==> src/rtl/assert_macros.svh <==
// Assertion helpers for the name decoder RTL.
`ifndef ASSERT_MACROS_SVH
`define ASSERT_MACROS_SVH

// Clocked check, disabled while reset is asserted.
`define DLNE_ASSERT(lbl, clk, rst_n, prop, msg) \
  lbl: assert property (@(posedge clk) disable iff (!rst_n) (prop)) else $error(msg);

// Clocked check that also holds during reset.
`define DLNE_ASSERT_ALWAYS(lbl, clk, prop, msg) \
  lbl: assert property (@(posedge clk) (prop)) else $error(msg);

`endif

==> src/rtl/dlne_pkg.sv <==
`timescale 1ns / 1ps

package dlne_pkg;

  localparam int unsigned OQ_DEPTH = 4;
  localparam int unsigned OQ_PTR_W = $clog2(OQ_DEPTH);
  localparam int unsigned OQ_CNT_W = $clog2(OQ_DEPTH + 1);

  localparam logic [7:0] NAME_LIMIT_RST = 8'd255;
  localparam logic [7:0] CH_DOT         = 8'h2e;
  localparam logic [7:0] CH_QMARK       = 8'h3f;
  localparam logic [7:0] CH_UNDERSCORE  = 8'h5f;
  localparam logic [7:0] CH_CASE_DELTA  = 8'h20;
  localparam logic [7:0] CH_UPPER_A     = 8'h41;
  localparam logic [7:0] CH_UPPER_Z     = 8'h5a;
  localparam logic [7:0] CH_PRINT_LO    = 8'h20;
  localparam logic [7:0] CH_PRINT_HI    = 8'h7e;

  localparam logic [31:0] ALLOW_DIGITS = 32'h03ff2000;
  localparam logic [31:0] ALLOW_UPPER  = 32'h87fffffe;
  localparam logic [31:0] ALLOW_LOWER  = 32'h07fffffe;

  typedef enum logic [1:0] {
    KIND_CHAR = 2'd0,
    KIND_END  = 2'd1,
    KIND_DROP = 2'd2
  } kind_e;

  typedef enum logic [3:0] {
    PH_IDLE  = 4'b0001,
    PH_LEN   = 4'b0010,
    PH_LABEL = 4'b0100,
    PH_DONE  = 4'b1000
  } phase_e;

  typedef struct packed {
    phase_e      phase;
    logic [5:0]  label_left;
    logic [15:0] remaining;
    logic [7:0]  char_count;
    logic        valid_flag;
    logic        relaxed_mode;
  } state_t;

  typedef struct packed {
    kind_e      kind;
    logic [7:0] ch;
    logic [7:0] name_length;
    logic       name_valid;
    logic       last;
  } res_t;

  function automatic logic char_ok(input logic [7:0] c);
    logic ok;
    ok = 1'b0;
    if (!c[7]) begin
      unique case (c[6:5])
        2'd0: ok = 1'b0;
        2'd1: ok = ALLOW_DIGITS[c[4:0]];
        2'd2: ok = ALLOW_UPPER[c[4:0]];
        2'd3: ok = ALLOW_LOWER[c[4:0]];
        default: ok = 1'b0;
      endcase
    end
    return ok;
  endfunction

endpackage

==> src/rtl/dlne_step.sv <==
`timescale 1ns / 1ps

module dlne_step (
  input  dlne_pkg::state_t st_q_i,
  input  logic [7:0]       name_limit_i,
  input  logic [7:0]       data_byte_i,
  input  logic             first_i,
  input  logic [15:0]      bytes_left_i,
  input  logic             relaxed_i,
  output dlne_pkg::state_t st_d_o,
  output dlne_pkg::res_t   res0_o,
  output dlne_pkg::res_t   res1_o,
  output logic [1:0]       n_res_o
);

  dlne_pkg::state_t st_e;
  logic             active;
  logic [7:0]       cnt_inc;
  logic [7:0]       lower;
  logic [7:0]       ch;
  logic             vf_new;
  logic [5:0]       ll_new;

  always_comb begin
    st_e = st_q_i;
    if (first_i) begin
      st_e.remaining    = bytes_left_i;
      st_e.relaxed_mode = relaxed_i;
      st_e.char_count   = '0;
      st_e.valid_flag   = 1'b1;
      st_e.label_left   = '0;
      st_e.phase        = dlne_pkg::PH_LEN;
    end
    active = first_i || (st_q_i.phase == dlne_pkg::PH_LEN)
                     || (st_q_i.phase == dlne_pkg::PH_LABEL);

    cnt_inc = st_e.char_count + 8'd1;
    lower   = ((data_byte_i >= dlne_pkg::CH_UPPER_A) && (data_byte_i <= dlne_pkg::CH_UPPER_Z))
            ? (data_byte_i + dlne_pkg::CH_CASE_DELTA) : data_byte_i;
    vf_new  = st_e.valid_flag;
    if (st_e.relaxed_mode || dlne_pkg::char_ok(data_byte_i)) begin
      ch = lower;
    end else begin
      vf_new = 1'b0;
      ch = ((data_byte_i < dlne_pkg::CH_PRINT_LO) || (data_byte_i > dlne_pkg::CH_PRINT_HI))
         ? dlne_pkg::CH_QMARK : dlne_pkg::CH_UNDERSCORE;
    end
    ll_new = (st_e.label_left != 6'd0) ? (st_e.label_left - 6'd1) : 6'd0;

    st_d_o  = st_q_i;
    res0_o  = '0;
    res1_o  = '0;
    n_res_o = 2'd0;

    if (active) begin
      st_d_o = st_e;
      if ((st_e.char_count >= name_limit_i)
          || ((st_e.phase == dlne_pkg::PH_LEN) && (st_e.remaining == 16'd0))) begin
        res0_o  = '{dlne_pkg::KIND_END, 8'd0, st_e.char_count, st_e.valid_flag, 1'b1};
        n_res_o = 2'd1;
        st_d_o.phase = dlne_pkg::PH_DONE;
      end else if (st_e.phase == dlne_pkg::PH_LEN) begin
        if (data_byte_i == 8'd0) begin
          res0_o  = '{dlne_pkg::KIND_END, 8'd0, st_e.char_count, st_e.valid_flag, 1'b1};
          n_res_o = 2'd1;
          st_d_o.phase = dlne_pkg::PH_DONE;
        end else if ((data_byte_i[7:6] != 2'b00)
                     || (({8'd0, data_byte_i} + 16'd1) >= st_e.remaining)) begin
          res0_o  = '{dlne_pkg::KIND_DROP, 8'd0, 8'd0, st_e.valid_flag, 1'b1};
          n_res_o = 2'd1;
          st_d_o.char_count = '0;
          st_d_o.phase      = dlne_pkg::PH_DONE;
        end else begin
          st_d_o.remaining  = st_e.remaining - 16'd1;
          st_d_o.label_left = data_byte_i[5:0];
          st_d_o.phase      = dlne_pkg::PH_LABEL;
          if (st_e.char_count != 8'd0) begin
            st_d_o.char_count = cnt_inc;
            res0_o  = '{dlne_pkg::KIND_CHAR, dlne_pkg::CH_DOT, cnt_inc, st_e.valid_flag, 1'b1};
            n_res_o = 2'd1;
            if (cnt_inc >= name_limit_i) begin
              res0_o.last  = 1'b0;
              res1_o  = '{dlne_pkg::KIND_END, 8'd0, cnt_inc, st_e.valid_flag, 1'b1};
              n_res_o = 2'd2;
              st_d_o.phase = dlne_pkg::PH_DONE;
            end
          end
        end
      end else begin
        st_d_o.char_count = cnt_inc;
        st_d_o.valid_flag = vf_new;
        st_d_o.label_left = ll_new;
        if (st_e.remaining != 16'd0) begin
          st_d_o.remaining = st_e.remaining - 16'd1;
        end
        res0_o  = '{dlne_pkg::KIND_CHAR, ch, cnt_inc, vf_new, 1'b1};
        n_res_o = 2'd1;
        if (cnt_inc >= name_limit_i) begin
          res0_o.last  = 1'b0;
          res1_o  = '{dlne_pkg::KIND_END, 8'd0, cnt_inc, vf_new, 1'b1};
          n_res_o = 2'd2;
          st_d_o.phase = dlne_pkg::PH_DONE;
        end else if (ll_new == 6'd0) begin
          st_d_o.phase = dlne_pkg::PH_LEN;
        end
      end
    end
  end

endmodule

==> src/rtl/dlne_outq.sv <==
`timescale 1ns / 1ps

module dlne_outq (
  input  logic           clk_i,
  input  logic           rst_ni,
  input  logic [1:0]     push_n_i,
  input  dlne_pkg::res_t push0_i,
  input  dlne_pkg::res_t push1_i,
  input  logic           pop_i,
  output logic           room_o,
  output logic           valid_o,
  output dlne_pkg::res_t head_o,
  output logic [dlne_pkg::OQ_CNT_W-1:0] count_o
);

  dlne_pkg::res_t                 mem_q [dlne_pkg::OQ_DEPTH];
  logic [dlne_pkg::OQ_PTR_W-1:0]  wr_q, wr_d, rd_q, rd_d, wr_nxt;
  logic [dlne_pkg::OQ_CNT_W-1:0]  cnt_q, cnt_d;
  logic                           do_pop;

  assign do_pop  = pop_i && (cnt_q != '0);
  assign wr_nxt  = wr_q + dlne_pkg::OQ_PTR_W'(1);
  assign wr_d    = wr_q + dlne_pkg::OQ_PTR_W'(push_n_i);
  assign rd_d    = rd_q + dlne_pkg::OQ_PTR_W'(do_pop);
  assign cnt_d   = cnt_q + dlne_pkg::OQ_CNT_W'(push_n_i) - dlne_pkg::OQ_CNT_W'(do_pop);
  assign room_o  = cnt_q <= dlne_pkg::OQ_CNT_W'(dlne_pkg::OQ_DEPTH - 2);
  assign valid_o = cnt_q != '0;
  assign head_o  = mem_q[rd_q];
  assign count_o = cnt_q;

  always_ff @(posedge clk_i) begin
    if (push_n_i != 2'd0) begin
      mem_q[wr_q] <= push0_i;
    end
    if (push_n_i == 2'd2) begin
      mem_q[wr_nxt] <= push1_i;
    end
  end

  always_ff @(posedge clk_i or negedge rst_ni) begin
    if (!rst_ni) begin
      wr_q  <= '0;
      rd_q  <= '0;
      cnt_q <= '0;
    end else begin
      wr_q  <= wr_d;
      rd_q  <= rd_d;
      cnt_q <= cnt_d;
    end
  end

endmodule

==> src/rtl/dns_label_name_extractor_unit.sv <==
// Results of an accepted request are registered in the result queue and leave from its head.
// Throughput: one request per cycle while the result queue has room for two results; a
// request that yields two results (dot or character plus end) is absorbed by a 4-entry result queue.
// Reset: name_limit returns to 255, decoder idles until a byte with first set,
// result queue empties.
`timescale 1ns / 1ps
`include "assert_macros.svh"

module dns_label_name_extractor_unit (
  input  logic        clk_i,
  input  logic        rst_ni,
  input  logic        cfg_we_i,
  input  logic [7:0]  cfg_wdata_i,     // name_limit
  input  logic        s_axis_tvalid,
  output logic        s_axis_tready,
  input  logic [23:0] s_axis_tdata,    // [7:0] data_byte, [23:8] bytes_left
  input  logic [1:0]  s_axis_tuser,    // [0] first, [1] relaxed
  output logic        m_axis_tvalid,
  input  logic        m_axis_tready,
  output logic [15:0] m_axis_tdata,    // [7:0] out_char, [15:8] name_length
  output logic [2:0]  m_axis_tuser,    // [1:0] kind, [2] name_valid
  output logic        m_axis_tlast
);

  logic [7:0]       limit_q;
  dlne_pkg::state_t st_q, st_d;
  dlne_pkg::res_t   res0, res1, head;
  logic [1:0]       n_res;
  logic             s_acc;
  logic             room;
  logic [dlne_pkg::OQ_CNT_W-1:0] q_count;

  assign s_acc         = s_axis_tvalid && room;
  assign s_axis_tready = room;

  always_ff @(posedge clk_i or negedge rst_ni) begin
    if (!rst_ni) begin
      limit_q <= dlne_pkg::NAME_LIMIT_RST;
    end else if (cfg_we_i) begin
      limit_q <= cfg_wdata_i;
    end
  end

  always_ff @(posedge clk_i or negedge rst_ni) begin
    if (!rst_ni) begin
      st_q <= '{dlne_pkg::PH_IDLE, 6'd0, 16'd0, 8'd0, 1'b1, 1'b0};
    end else if (s_acc) begin
      st_q <= st_d;
    end
  end

  dlne_step u_step (
    .st_q_i       (st_q),
    .name_limit_i (limit_q),
    .data_byte_i  (s_axis_tdata[7:0]),
    .first_i      (s_axis_tuser[0]),
    .bytes_left_i (s_axis_tdata[23:8]),
    .relaxed_i    (s_axis_tuser[1]),
    .st_d_o       (st_d),
    .res0_o       (res0),
    .res1_o       (res1),
    .n_res_o      (n_res)
  );

  dlne_outq u_outq (
    .clk_i    (clk_i),
    .rst_ni   (rst_ni),
    .push_n_i (s_acc ? n_res : 2'd0),
    .push0_i  (res0),
    .push1_i  (res1),
    .pop_i    (m_axis_tready),
    .room_o   (room),
    .valid_o  (m_axis_tvalid),
    .head_o   (head),
    .count_o  (q_count)
  );

  assign m_axis_tdata = {head.name_length, head.ch};
  assign m_axis_tuser = {head.name_valid, head.kind};
  assign m_axis_tlast = head.last;

  `DLNE_ASSERT(a_q_bound, clk_i, rst_ni,
    q_count <= dlne_pkg::OQ_CNT_W'(dlne_pkg::OQ_DEPTH), "result queue overflow")
  `DLNE_ASSERT(a_drop_len, clk_i, rst_ni,
    (m_axis_tvalid && (head.kind == dlne_pkg::KIND_DROP)) |-> (head.name_length == 8'd0),
    "discarded name reports nonzero length")
  `DLNE_ASSERT(a_two_ends, clk_i, rst_ni,
    (s_acc && (n_res == 2'd2)) |-> (!res0.last && res1.last && (res1.kind == dlne_pkg::KIND_END)),
    "two-result request not closed by end result")
  `DLNE_ASSERT_ALWAYS(a_rst_idle, clk_i,
    !rst_ni |=> (!m_axis_tvalid || !rst_ni), "results visible after reset")

endmodule

==> config.mk <==
export PLATFORM = sky130hd
export DESIGN_NAME = dns_label_name_extractor_unit
export DESIGN_NICKNAME = d
export VERILOG_FILES = /design/src/rtl/dlne_pkg.sv /design/src/rtl/dlne_step.sv /design/src/rtl/dlne_outq.sv /design/src/rtl/dns_label_name_extractor_unit.sv
export VERILOG_INCLUDE_DIRS = /design/src /design/src/rtl
export SDC_FILE = /design/constraint.sdc
export NUM_CORES = 1
export LEC_CHECK = 0
export BUFFER_PORTS_ARGS = -buffer_cell sky130_fd_sc_hd__buf_2
export CAP_MARGIN = 20
export CORE_MARGIN = 1.5
export CORE_UTILIZATION = 63
export DETAILED_ROUTE_END_ITERATION = 8
export PLACE_DENSITY = 0.8
export SYNTH_ARGS = -nofsm -noshare
export SYNTH_HDL_FRONTEND = slang
export SYNTH_SLANG_ARGS = --single-unit
==> constraint.sdc <==
create_clock -name clk_i -period 8.3 [get_ports clk_i]
set_clock_uncertainty 0.05 [all_clocks]
set_input_delay 1.66 -clock clk_i [delete_from_list [all_inputs] [get_ports clk_i]]
set_output_delay 1.66 -clock clk_i [all_outputs]
set_load 0.005 [all_outputs]
Word level (Yosys, flattened, before mapping) --
Memories as Yosys holds them, arrays and structs flattened. Index checks and enable logic that the tools add are counted.
Operators by class: reductions and logical operators 21, equal/unequal tests 7, multiplexer cells 53, magnitude comparators 9, add/subtract/negate cells 10
Operators with widths (count):
- 2-to-1 mux 20 bit | 11
- 2-to-1 mux 19 bit | 2
- 2-to-1 mux 36 bit | 1
- 2-to-1 mux 34 bit | 1
- 2-to-1 mux 16 bit | 2
- 2-to-1 mux 8 bit | 4
- 2-to-1 mux 31 bit | 1
- 2-to-1 mux 30 bit | 1
- 2-to-1 mux 4 bit | 7
- 2-to-1 mux 22 bit | 1
- greater-or-equal comparator 16 bit | 1
- greater-or-equal comparator 8 bit | 2
- zero test 16 bit | 1
- 2-to-1 mux 2 bit | 8
- nonzero test 16 bit | 1
- subtractor 16 x 1 -> 16 bit (second input constant) | 1
- 2-to-1 mux 1 bit | 11
- adder 8 x 1 -> 9 bit (second input constant) | 1
- adder 8 x 1 -> 8 bit (second input constant) | 1
- adder 8 x 6 -> 8 bit (second input constant) | 1
- == test 4 x 2 -> 1 bit (second input constant) | 2
- greater-or-equal comparator 8 x 7 -> 1 bit (second input constant) | 1
- > comparator 8 x 7 -> 1 bit (second input constant) | 1
- less-or-equal comparator 8 x 7 -> 1 bit (second input constant) | 1
- other kinds (25) | 36
Word-level totals: memories kept 4, flip-flop bits (word level) 51, ROM bits 96, bits in writable memories 80, word-level logic and storage cells 114, output and inout port bits 22
Memory list:
- u_outq.mem_q | depth 4, bits a word 20, read ports 1, clocked after memory_dff 0, wr ports 2, line dlne_outq.sv:16 | dlne_pkg::res_t mem_q [dlne_pkg::OQ_DEPTH];
- (no name shown) | depth 32, bits a word 1, read ports 1, clocked after memory_dff 0, wr ports 0, line dlne_pkg.sv:59 | 2'd1: ok = ALLOW_DIGITS[c[4:0]];
- (no name shown) | depth 32, bits a word 1, read ports 1, clocked after memory_dff 0, wr ports 0, line dlne_pkg.sv:60 | 2'd2: ok = ALLOW_UPPER[c[4:0]];
- (no name shown) | depth 32, bits a word 1, read ports 1, clocked after memory_dff 0, wr ports 0, line dlne_pkg.sv:61 | 2'd3: ok = ALLOW_LOWER[c[4:0]];

Depth between registers and ports, before layout --
Gate-level depths: netlist of the first run.
word-level depth 14, gate-level depth with buffers 21

Modules after synthesis --
Synthesis of the first run repeated with hierarchy kept, for this count alone.
Unflattened totals: cell total of the unflattened synthesis 849, area total of the unflattened synthesis 9811.9 sq um
By module, submodules not included:
- dlne_outq | times used 1, area each 4448.0 sq um, cells each 233
- dlne_step | times used 1, area each 3550.9 sq um, cells each 521
- dns_label_name_extractor_unit | times used 1, area each 1813.0 sq um, cells each 95

Worst setup path before layout of the first run --
Ideal clock, no wire load.
path kind input to register, start point in s_axis_tuser[0], end point reg u_outq.cnt_q (netlist bit u_outq.count_o[2]), arrival time 6379 ps, path buffers 6, path slack 1749 ps, setup time 123 ps, data required time 8127 ps, stages 20, path through buf_6 > buf_2 > buf_1 > buf_1 > buf_1 > clkbuf_1 > mux2i_1 > ha_1 > or4b_2 > o41a_1 > o41a_1 > o21ai_4 > a21oi_1 > o21ai_0 > nand2_1 > ha_1 > inv_1 > ha_1 > fa_1 > xnor2_1
Between the ends: word-level cells in the longest chain between the ends 13
Ends and longest elaborated chain:
- from (decl) | line dns_label_name_extractor_unit.sv:17 | input logic [1:0] s_axis_tuser,
- 2-to-1 mux 36 bit | line dlne_step.sv:26 | if (first_i) begin
- adder 8 x 1 -> 8 bit | line dlne_step.sv:37 | cnt_inc = st_e.char_count + 8'd1;
- greater-or-equal comparator 8 bit | line dlne_step.sv:81, dlne_step.sv:98
- 2-to-1 mux 2 bit | line dlne_step.sv:81, dlne_step.sv:98
- 2-to-1 mux 2 bit | line dlne_step.sv:77 | if (st_e.char_count != 8'd0) begin
- 2-to-1 mux 2 bit | line dlne_step.sv:67 | end else if ((data_byte_i[7:6] != 2'b00)
- 2-to-1 mux 2 bit | line dlne_step.sv:63 | if (data_byte_i == 8'd0) begin
- 2-to-1 mux 2 bit | line dlne_step.sv:62 | end else if (st_e.phase == dlne_pkg::PH_LEN) begin
- 2-to-1 mux 2 bit | line dlne_step.sv:57 | if ((st_e.char_count >= name_limit_i)
- 2-to-1 mux 2 bit (*) | line dlne_step.sv:55 | if (active) begin
- 2-to-1 mux 2 bit (*) | line dns_label_name_extractor_unit.sv:68 | .push_n_i (s_acc ? n_res : 2'd0),
- adder 3 x 2 -> 3 bit (*) | line dlne_outq.sv:25 | assign cnt_d = cnt_q + dlne_pkg::OQ_CNT_W'(push_n_i) - dlne_pkg::OQ_CNT_W'(do_pop);
- subtractor 3 x 1 -> 3 bit (*) | line dlne_outq.sv:25
- named net u_outq.cnt_d, one bit | line dlne_outq.sv:18 | logic [dlne_pkg::OQ_CNT_W-1:0] cnt_q, cnt_d;
- to (signal assigned) | line dlne_outq.sv:48 | cnt_q <= cnt_d;
- to (decl) | line dlne_outq.sv:18
The timed path passes the listed nets; every way through them passes the cells marked *. A chain may end at the register's enable or synchronous reset.

==> results.sh, run 1 <==
export IMPL_utilization_pct=72.1
export IMPL_fillers=962
export IMPL_synth_simple_area_share_pct=18.3
export IMPL_synth_area_leaders="edfxtp_1 (16%), dfrtp_1 (13%), dfxtp_1 (8.8%)"
export IMPL_rsz0062_at_grt="no"
export IMPL_r2r_cells=13
export IMPL_path_class="in -> reg"
export IMPL_drc=0
export IMPL_synth_area_sq_um=8190
export IMPL_layout_commonest_cell="o21ai_0"
export IMPL_dp_cells=1066
export IMPL_grt_max_degree=52
export IMPL_clk_pin_slew_ps=60
export IMPL_powerDensity_nw_per_um2=282
export IMPL_postSynth_asyncResetShare_pct=38.9
export IMPL_synth_seq_cells=131
export IMPL_holdPathEnd="u_outq.mem_q[1][13]$_SDFFE_PP0N_"
export IMPL_port_buffers=60
export IMPL_gp_congestion=0.937
export IMPL_most_common_layout_cells="o21ai_0 (93), nand2_1 (85), buf_2 (60)"
export IMPL_ys_seq_area_share_pct=40.7
export IMPL_yosysTopAreaCellShare_pct=16.1
export IMPL_max_freq_mhz=145
export IMPL_drv_slew=0
export IMPL_hold_class="reg -> reg"
export IMPL_antenna_found_initial=0
export IMPL_finalSetupViolations=0
export IMPL_drive_gt1_share_pct=15.3
export IMPL_wire_per_inst_um=20.3
export IMPL_synth_distinct_cells=79
export IMPL_irDropWorstVdd_mv=0.242
export IMPL_grt_ovfl_total=0
export IMPL_synth_area_mux_share_pct=7.78
export IMPL_tightest_slew_ps=962
export IMPL_hp_start="u_outq.mem_q[1][13]$_SDFFE_PP0N_"
export IMPL_cts_setup_buffers=0
export IMPL_ys_flop_type="edfxtp_1"
export IMPL_dr_pass1_iters=9
export IMPL_rrSetupSlack_ps=3500
export IMPL_cap_violations=0
export IMPL_cts_tree="done"
export IMPL_tns_ps=0
export IMPL_fp_row_count=41
export IMPL_grt_pass1_wl_mm=35.4
export IMPL_cts_sinks=131
export IMPL_cp_data_required_time_ps=8510
export IMPL_syn_nets=958
export IMPL_die_w_um=117
export IMPL_status="finished, final reports clean"
export IMPL_syn_instance_count=874
export IMPL_ff_latch_area_sq_um=3330
export IMPL_post_dp_hpwl_mm=15.9
export IMPL_critPathLaunchType="primary input"
export IMPL_cts_inserted_buffers=17
export IMPL_multiInputGateArea_sq_um=4510
export IMPL_p_leak_nw=3.68
export IMPL_worstSetupEndpointType="register"
export IMPL_finalCriticalPeriod_ps=6900
export IMPL_reg2reg_from="st_q[2]$_DFFE_PN0P_"
export IMPL_finalHoldViolations=0
export IMPL_avgViaCountPerCell=6.72
export IMPL_synth_xor_area_share_pct=3.42
export IMPL_whs_ps=421
export IMPL_holdBufCountCts=0
export IMPL_path_max_fanout=40
export IMPL_grtUsageTotal_pct=33.9
export IMPL_cts_root_buffer="clkbuf_16"
export IMPL_vias=7393
export IMPL_synth_fa_ha_area_share_pct=6.97
export IMPL_area_growth_pct=11.6
export IMPL_fin_nets=999
export IMPL_cts_buffer_depth=2
export IMPL_antenna_left=0
export IMPL_die_y_um=117
export IMPL_final_cells=1100
export IMPL_totalWireLength_mm=22.4
export IMPL_grt_pass1_vias=6973
export IMPL_core_sq_um=12700
export IMPL_finalCritPeriodShare_pct=83.1
export IMPL_synth_avg_cell_area_sq_um=9.37
export IMPL_r2r_end="u_outq.mem_q[1][3]$_DFFE_PP_"
export IMPL_initial_core_util_pct=64.6
export IMPL_clkLatencyLatePin_ps=420
export IMPL_ys_warn_count=0
export IMPL_drt_iter0_drc=873
export IMPL_cts_htree_levels=4
export IMPL_yosysTopAreaCell="edfxtp_1"
export IMPL_slew_headroom_pct=35.5
export IMPL_placed_cell_area_sq_um=8560
export IMPL_postLayoutCellArea_sq_um=9140
export IMPL_n_antenna_cell=0
export IMPL_io_pins=61
export IMPL_hold_depth=2
export IMPL_worstPathArrival_ps=7110
export IMPL_synth_edff_count=44
export IMPL_synth_top_family_by_area="compound AO/OA/AOI/OAI gates"
export IMPL_synth_compound_area_share_pct=18.6
export IMPL_ctsResizeCount=0
export IMPL_dieArea_sq_um=13700
-- logic make-up after synthesis --
kind of cell	Yosys count
simple gates	299
flops	131
fa+ha+maj	45
xor+xnor	32
mux	38
buf+inv	86
compound gates	243
-- worst max-delay path: stages --
cell	delay (ps)
buf_2	610
clkinv_1	550
nand2_1	380
clkinv_1	330
ha_1	330
nor2b_1	180
or2_2	320
ha_1	300
nand2_1	50
o21ai_0	150
a21oi_1	160
nor2_1	530
nand3_1	640
nand2_1	670
a21boi_0	230
-- cell usage after synthesis, drive strengths merged, types with 22 or more instances --
| cell | n |
|---|---|
| o21ai | 104 |
| nand2 | 85 |
| nor2 | 47 |
| nand3 | 59 |
| nor3 | 22 |
| dfrtp | 41 |
| o22ai | 30 |
| clkbuf | 29 |
| ha | 44 |
| inv | 35 |
| edfxtp | 44 |
| a21oi | 31 |
| dfxtp | 36 |
-- per-stage QoR --
step	worst slack [ps]	power [mW]
finish	1400	2.58
floorplan	1750	1.58
CTS	1570	2.54
global route	1130	2.74
detailed placement	1190	1.85
global placement	1370	1.81
-- cell type report --
class | instances | area share (%)
clock inverter | 8 | 0.575
clock buffer | 24 | 5.32
timing repair buffer | 71 | 4.49
inverter | 37 | 1.52
tap | 172 | 2.35
multi-input combinational | 657 | 49.3
sequential | 131 | 36.4
-- metal layers --
| metal | GRT usage (%) | part of all wire (%) | wire length [um] | up-vias |
|---|---|---|---|---|
| met4 | 15.6 | 4.0 | 888 | 0 |
| li1 | - | - | - | 3343 |
| met2 | 53.7 | 47 | 10400 | 464 |
| met1 | 44.4 | 41 | 9100 | 3491 |
| met3 | 7.88 | 8.8 | 1960 | 95 |
| met5 | 0 | 0 | 0 | - |
-- state kept, by name, indices dropped and copies added, names as in the netlist --
register and cells:
limit_q 8, st_q 36, u_outq.count_o 3, u_outq.mem_q 80, u_outq.rd_q 2, u_outq.wr_q 2
-- power breakdown --
group | internal, mW | switching, mW | total [mW]
logic | 0.400 | 0.506 | 0.906
clock network | 0.411 | 0.280 | 0.691
registers | 0.836 | 0.149 | 0.985
total | 1.65 | 0.935 | 2.58
-- worst max-delay path by stage --
| stage | start | to | slack, ps |
|---|---|---|---|
| global route | s_axis_tuser[0] | u_outq.mem_q[1][3]$_DFFE_PP_ | 1130 |
| global placement | s_axis_tuser[0] | u_outq.mem_q[1][8]$_DFFE_PP_ | 1370 |
| finish | s_axis_tuser[0] | u_outq.mem_q[1][3]$_DFFE_PP_ | 1400 |
| detailed placement | s_axis_tuser[0] | u_outq.mem_q[1][3]$_DFFE_PP_ | 1190 |
| CTS | s_axis_tuser[0] | u_outq.mem_q[1][3]$_DFFE_PP_ | 1570 |
| floorplan | s_axis_tuser[0] | u_outq.count_o[2]$_DFF_PN0_ | 1750 |
Note: power is estimated with default switching activity, not from simulation.
==> inputs of run 2 (changes only) <==
--- a/config.mk
+++ b/config.mk
@@ -9,9 +9,9 @@
 export BUFFER_PORTS_ARGS = -buffer_cell sky130_fd_sc_hd__buf_2
 export CAP_MARGIN = 20
 export CORE_MARGIN = 1.5
-export CORE_UTILIZATION = 63
+export CORE_UTILIZATION = 55
 export DETAILED_ROUTE_END_ITERATION = 8
-export PLACE_DENSITY = 0.8
+export PLACE_DENSITY = 0.74
 export SYNTH_ARGS = -nofsm -noshare
 export SYNTH_HDL_FRONTEND = slang
 export SYNTH_SLANG_ARGS = --single-unit
==> constraint.sdc (replaced) <==
create_clock -name clk_i -period 6.3 [get_ports clk_i]
set_clock_uncertainty 0.05 [all_clocks]
set_input_delay 1.26 -clock clk_i [delete_from_list [all_inputs] [get_ports clk_i]]
set_output_delay 1.26 -clock clk_i [all_outputs]
set_load 0.005 [all_outputs]
==> run 2 against run 1 <==
Against the previous run: clock power up 34%; total power is 30% higher; core utilization down 8.7 points; via count decreased by 3.3%; cell area rose by 0.79%; flip-flop and latch count did not move; die area is 14% higher.
==> results.sh, run 2 (synthesis results as in run 1) <==
export IMPL_slew_headroom_pct=33.9
export IMPL_cp_slowest_stage_delay_ps=670
export IMPL_worstPathCellList="buf_2 -> inv_1 -> nor4_1 -> nand2_1 -> xnor2_1 -> ha_1 -> a21oi_1 -> o21ai_0 -> a41oi_1 -> o21ai_2 -> buf_4 -> a21oi_1 -> nand3_1 -> nand2_1 -> a21boi_0"
export IMPL_cts_htree_levels=4
export IMPL_core_sq_um=14500
export IMPL_top_regs="u_outq.mem_q: 80 flops, st_q: 36 flops, limit_q: 8 flops"
export IMPL_io_pins=61
export IMPL_dr_pass1_iters=5
export IMPL_path_class="in -> reg"
export IMPL_cts_tree="done"
export IMPL_grtUsageTotal_pct=28.0
export IMPL_cts_setup_buffers=0
export IMPL_r2r_cells=18
export IMPL_drt_iter0_drc=885
export IMPL_n_antenna_cell=0
export IMPL_drv_slew=0
export IMPL_vias=7151
export IMPL_hp_start="u_outq.mem_q[1][11]$_SDFFE_PP0N_"
export IMPL_ctsResizeCount=0
export IMPL_clk_pin_slew_ps=60
export IMPL_totalWireLength_mm=21.6
export IMPL_hold_class="reg -> reg"
export IMPL_finalCriticalPeriod_ps=5330
export IMPL_cts_sinks=131
export IMPL_fin_nets=1009
export IMPL_cts_inserted_buffers=17
export IMPL_holdPathEnd="u_outq.mem_q[1][11]$_SDFFE_PP0N_"
export IMPL_post_dp_hpwl_mm=15.5
export IMPL_grt_ovfl_total=0
export IMPL_initial_core_util_pct=56.3
export IMPL_worstPathArrival_ps=5550
export IMPL_drive_gt1_share_pct=16.5
export IMPL_port_buffers=60
export IMPL_cap_violations=0
export IMPL_irDropWorstVdd_mv=0.216
export IMPL_rrSetupSlack_ps=1720
export IMPL_antenna_found_initial=0
export IMPL_dieArea_sq_um=15600
export IMPL_largest_register_ffs=80
export IMPL_worstSetupEndpointType="register"
export IMPL_utilization_pct=63.4
export IMPL_antenna_left=0
export IMPL_layout_commonest_cell="o21ai_0"
export IMPL_p_leak_nw=3.72
export IMPL_finalHoldViolations=0
export IMPL_cp_data_required_time_ps=6510
export IMPL_fp_row_count=44
export IMPL_avgViaCountPerCell=6.37
export IMPL_drc=0
export IMPL_die_y_um=125
export IMPL_finalSetupViolations=0
export IMPL_crit_slowest_cell="nand3_1"
export IMPL_critPathLaunchType="primary input"
export IMPL_finalCritPeriodShare_pct=84.6
export IMPL_clkLatencyLatePin_ps=430
export IMPL_tightest_slew_ps=986
export IMPL_gp_congestion=0.955
export IMPL_reg2reg_from="st_q[2]$_DFFE_PN0P_"
export IMPL_path_max_fanout=14
export IMPL_powerDensity_nw_per_um2=365
export IMPL_most_common_layout_cells="o21ai_0 (93), nand2_1 (85), buf_2 (61)"
export IMPL_grt_pass1_wl_mm=35.1
export IMPL_cts_buffer_depth=2
export IMPL_status="finished, final reports clean"
export IMPL_hold_depth=2
export IMPL_regMostFlops="u_outq.mem_q"
export IMPL_cts_root_buffer="clkbuf_16"
export IMPL_wire_per_inst_um=19.3
export IMPL_tns_ps=0
export IMPL_grt_pass1_vias=6727
export IMPL_grt_max_degree=52
export IMPL_max_freq_mhz=188
export IMPL_rsz0062_at_grt="no"
export IMPL_r2r_end="u_outq.count_o[2]$_DFF_PN0_"
export IMPL_area_growth_pct=12.5
export IMPL_holdBufCountCts=0
export IMPL_die_w_um=125
[run 2: changes by cell type in the layout (fill, tap and decap cells not counted), sizes merged]
cell    change
buf        +10
clkbuf      -5
clkinv      +1
inv         +4
[run 2: area by class of cell]
type,count,area [sq um]
Clock buffer,19,454
Clock inverter,13,97.6
Fill cell,1252,5320
Inverter,37,139
Multi-Input combinational cell,657,4510
Sequential cell,131,3330
Tap cell,184,230
Timing Repair Buffer,81,455
[run 2: power by group]
group | total [mW] | internal [mW] | switching [mW]
clock network | 0.923 | 0.531 | 0.392
logic | 1.17 | 0.511 | 0.655
registers | 1.28 | 1.10 | 0.174
total | 3.37 | 2.14 | 1.22
[run 2: worst max-delay path: cells and delay by family]
family / cells / cell delay, ps
xor gates and xnor gates: 1 / 140
buffers and inverters: 3 / 480
adders and majority gates: 1 / 310
and+or+nand+nor: 4 / 1860
AOI/OAI and AO/OA: 6 / 1490
[run 2: how the worst max path moves through the flow]
stage                          from                      endpoint  slack [ps]  depth (start not counted)
CTS                 s_axis_tdata[2]  u_outq.mem_q[3][3]$_DFFE_PP_        1060                         15
global placement    s_axis_tuser[0]  u_outq.mem_q[0][3]$_DFFE_PP_         680                         11
finish              s_axis_tdata[2]  u_outq.mem_q[3][3]$_DFFE_PP_         970                         15
detailed placement  s_axis_tdata[2]  u_outq.mem_q[3][3]$_DFFE_PP_         650                         15
floorplan           s_axis_tuser[0]   u_outq.count_o[2]$_DFF_PN0_         150                         20
global route        s_axis_tdata[2]  u_outq.mem_q[3][3]$_DFFE_PP_         550                         15
[run 2: per-layer routing]
metal | global-route usage (%) | routed length [um] | vias to the layer above
li1 | - | - | 3376
met1 | 39.1 | 9780 | 3445
met2 | 45.4 | 10200 | 287
met3 | 4.32 | 1200 | 43
met4 | 8.82 | 469 | 0
met5 | 0 | 0 | -
[run 2: through the flow]
| step | setup slack (ps) | instance area [sq um] | std cells | power, mW | hold slack (ps) |
|---|---|---|---|---|---|
| finish | 968 | 9210 | 1122 | 3.37 | 422 |
| global route | 553 | 9210 | 1122 | 3.58 | 443 |
| CTS | 1060 | 9210 | 1121 | 3.36 | 421 |
| detailed placement | 645 | 8660 | 1089 | 2.44 | 408 |
| global placement | 685 | 8660 | 1089 | 2.42 | 398 |
| floorplan | 149 | 8190 | 874 | 2.08 | 388 |
==> inputs of run 3 (changes only) <==
--- a/config.mk
+++ b/config.mk
@@ -6,12 +6,13 @@
 export SDC_FILE = /design/constraint.sdc
 export NUM_CORES = 1
 export LEC_CHECK = 0
+export ABC_AREA = 1
 export BUFFER_PORTS_ARGS = -buffer_cell sky130_fd_sc_hd__buf_2
 export CAP_MARGIN = 20
 export CORE_MARGIN = 1.5
-export CORE_UTILIZATION = 55
+export CORE_UTILIZATION = 56
 export DETAILED_ROUTE_END_ITERATION = 8
-export PLACE_DENSITY = 0.74
+export PLACE_DENSITY = 0.75
 export SYNTH_ARGS = -nofsm -noshare
 export SYNTH_HDL_FRONTEND = slang
 export SYNTH_SLANG_ARGS = --single-unit
==> constraint.sdc (replaced) <==
create_clock -name clk_i -period 4.42 [get_ports clk_i]
set_clock_uncertainty 0.05 [all_clocks]
set_input_delay 0.884 -clock clk_i [delete_from_list [all_inputs] [get_ports clk_i]]
set_output_delay 0.884 -clock clk_i [all_outputs]
set_load 0.005 [all_outputs]
==> run 3 against run 2 <==
Against the previous run: synthesized area rose by 7.1%; wire length rose by 9.2%; sequential share of layout area fell by 2.8 points; cell area rose by 8.5%; global-route usage rose by 1.6 points; synthesized cell count rose by 43%; register-to-register slack got worse by 990 ps; total power rose by 69%; critical path depth rose by 5; hold slack got worse by 110 ps; non-clock buffer count rose by 15; core utilization rose by 2.1 points; highest routed layer unchanged.
==> results.sh, run 3 <==
export IMPL_ys_seq_area_share_pct=38.0
export IMPL_ctsResizeCount=0
export IMPL_drc=0
export IMPL_drv_slew=0
export IMPL_core_sq_um=15300
export IMPL_rrSetupSlack_ps=730
export IMPL_worstPathCellList="buf_2 -> inv_2 -> nand2_1 -> nor3_1 -> nand3_1 -> o21ai_0 -> inv_1 -> ha_1 -> a21oi_1 -> o21a_1 -> nand3_1 -> inv_1 -> nand2_1 -> nand3_2 -> nand2_4 -> ha_1 -> inv_1 -> ha_1 -> fa_1 -> xnor2_1"
export IMPL_port_buffers=60
export IMPL_totalWireLength_mm=23.6
export IMPL_status="finished, final reports clean"
export IMPL_reg2reg_from="st_q[3]$_DFFE_PN0P_"
export IMPL_clkLatencyLatePin_ps=430
export IMPL_regMostFlops="u_outq.mem_q"
export IMPL_path_class="in -> reg"
export IMPL_synth_compound_area_share_pct=12.6
export IMPL_drive_gt1_share_pct=13.4
export IMPL_yosysTopAreaCell="nand2_1"
export IMPL_critPathLaunchType="primary input"
export IMPL_synth_fa_ha_area_share_pct=6.51
export IMPL_io_pins=61
export IMPL_cts_root_buffer="clkbuf_16"
export IMPL_cts_tree="done"
export IMPL_dr_pass1_iters=5
export IMPL_fillers=1398
export IMPL_die_y_um=128
export IMPL_die_w_um=128
export IMPL_finalHoldViolations=0
export IMPL_yosysMostFrequentCell="nand2_1"
export IMPL_crit_start="s_axis_tuser[0]"
export IMPL_rsz0062_at_grt="no"
export IMPL_finalSetupViolations=0
export IMPL_cts_htree_levels=4
export IMPL_drt_iter0_drc=775
export IMPL_worstPathArrival_ps=4320
export IMPL_largest_register_ffs=80
export IMPL_ys_flop_type="edfxtp_1"
export IMPL_tightest_slew_ps=767
export IMPL_cts_buffer_depth=2
export IMPL_wire_per_inst_um=15.3
export IMPL_powerDensity_nw_per_um2=568
export IMPL_dp_cells=1512
export IMPL_crit_slowest_cell="fa_1"
export IMPL_synth_area_mux_share_pct=0.243
export IMPL_path_max_fanout=7
export IMPL_cts_setup_buffers=0
export IMPL_synth_seq_cells=131
export IMPL_grtUsageTotal_pct=29.7
export IMPL_synth_top_family_by_area="simple AND/OR/NAND/NOR gates"
export IMPL_syn_nets=1335
export IMPL_synth_area_leaders="nand2_1 (18%), edfxtp_1 (15%), dfrtp_1 (12%)"
export IMPL_fp_row_count=45
export IMPL_grt_ovfl_total=0
export IMPL_synth_commonest_cells="nand2_1 (415), inv_1 (124), nor2_1 (119), o21ai_0 (109), nand3_1 (100)"
export IMPL_finalCriticalPeriod_ps=4070
export IMPL_grt_pass1_wl_mm=38.5
export IMPL_synth_edff_count=44
export IMPL_total_power_mw=5.68
export IMPL_ys_warn_count=0
export IMPL_clk_pin_slew_ps=60
export IMPL_yosysTopAreaCellShare_pct=17.8
export IMPL_antenna_found_initial=0
export IMPL_synth_avg_cell_area_sq_um=7.01
export IMPL_synth_distinct_cells=43
export IMPL_area_growth_pct=14.1
export IMPL_cap_violations=0
export IMPL_hold_class="in -> async"
export IMPL_top_regs="u_outq.mem_q: 80 flops, st_q: 36 flops, limit_q: 8 flops"
export IMPL_synth_area_sq_um=8770
export IMPL_r2r_end="u_outq.count_o[2]$_DFF_PN0_"
export IMPL_irDropWorstVdd_mv=0.334
export IMPL_avgViaCountPerCell=5.48
export IMPL_slew_headroom_pct=48.4
export IMPL_layout_commonest_cell="nand2_1"
export IMPL_postSynth_asyncResetShare_pct=38.9
export IMPL_synth_simple_area_share_pct=32.7
export IMPL_final_cells=1545
export IMPL_cts_inserted_buffers=17
export IMPL_most_common_layout_cells="nand2_1 (415), inv_1 (124), nor2_1 (119)"
export IMPL_cp_data_required_time_ps=4670
export IMPL_holdBufCountCts=0
export IMPL_finalCritPeriodShare_pct=92.0
export IMPL_initial_core_util_pct=57.4
export IMPL_cp_slowest_stage_delay_ps=380
export IMPL_r2r_cells=18
export IMPL_gp_congestion=0.951
export IMPL_max_freq_mhz=246
export IMPL_cp_endpoint="u_outq.count_o[2]$_DFF_PN0_"
export IMPL_tns_ps=0
export IMPL_post_dp_hpwl_mm=17.1
export IMPL_grt_pass1_vias=7954
export IMPL_syn_instance_count=1251
export IMPL_p_leak_nw=5.03
export IMPL_antenna_left=0
export IMPL_grt_max_degree=43
export IMPL_dieArea_sq_um=16400
export IMPL_synth_xor_area_share_pct=1.40
export IMPL_vias=8472
export IMPL_n_antenna_cell=0
export IMPL_fin_nets=1405
export IMPL_cts_sinks=131
export IMPL_worstSetupEndpointType="register"
## run 3: cell count changes after synthesis, sizes merged, moves of 10 or more
cell	change
xnor2	-17
mux2i	-12
inv	+98
nand2	+342
a21oi	+12
nor2b	-17
nor4	-10
nand3	+45
mux4	-20
and2	-10
nor2	+77
## run 3: power by group
part           internal, mW  switching, mW  total [mW]
clock network         0.893          0.565        1.46
logic                 0.859           1.55        2.41
registers              1.62          0.187        1.81
total                  3.38           2.30        5.68
## run 3: layout make-up
type                       instances  area (sq um)  area share [%]
clock buffer                      23           553            5.53
clock inverter                     9          73.8           0.738
inverter                         133           499            4.99
multi-input combinational        942          4690            46.9
sequential                       131          3330            33.3
tap                              211           264            2.64
timing repair buffer              96           591            5.91
## run 3: per-stage QoR
stage	hold slack, ps	setup WS [ps]	util, %	instance area [sq um]
final	309	354	65.5	10000
after CTS	319	415	65.3	9970
after global routing	332	99.2	65.5	10000
after detailed placement	405	49.4	61.2	9340
after floorplan	389	97.6	-	8770
after global placement	398	219	61.2	9340
## run 3: critical path: cells and delay by family
kind	cells	cell delay (ps)
buf+inv	5	590
compound gates	3	620
simple gates	7	950
fa+ha+maj	4	1140
xor+xnor	1	140
## run 3: routing by layer
layer / GRT usage (%) / vias up / wire, um
met1: 38.1 / 3890 / 10400
li1: - / 4224 / -
met5: 0 / - / 0
met3: 4.59 / 53 / 1340
met2: 50.9 / 305 / 11200
met4: 10.6 / 0 / 666
## run 3: worst min-delay path by stage
stage,startpoint,end,slack (ps),cells after the start
floorplan,u_outq.mem_q[1][10]$_SDFFE_PP0N_,u_outq.mem_q[1][10]$_SDFFE_PP0N_,390,2
global route,rst_ni,u_outq.rd_q[0]$_DFF_PN0_,330,1
CTS,rst_ni,u_outq.rd_q[0]$_DFF_PN0_,320,1
finish,rst_ni,u_outq.rd_q[0]$_DFF_PN0_,310,1
detailed placement,u_outq.mem_q[1][17]$_SDFFE_PP0N_,u_outq.mem_q[1][17]$_SDFFE_PP0N_,400,2
global placement,u_outq.mem_q[1][15]$_SDFFE_PP0N_,u_outq.mem_q[1][15]$_SDFFE_PP0N_,400,2
## run 3: logic make-up (layout without fill, tap and decap cells)
| family | Yosys count | count (layout) |
|---|---|---|
| AOI/OAI and AO/OA | 194 | 194 |
| muxes | 2 | 2 |
| buffers and inverters | 178 | 261 |
| xor gates and xnor gates | 14 | 14 |
| adders and majority gates | 45 | 45 |
| and+or+nand+nor | 687 | 687 |
| DFF | 131 | 131 |
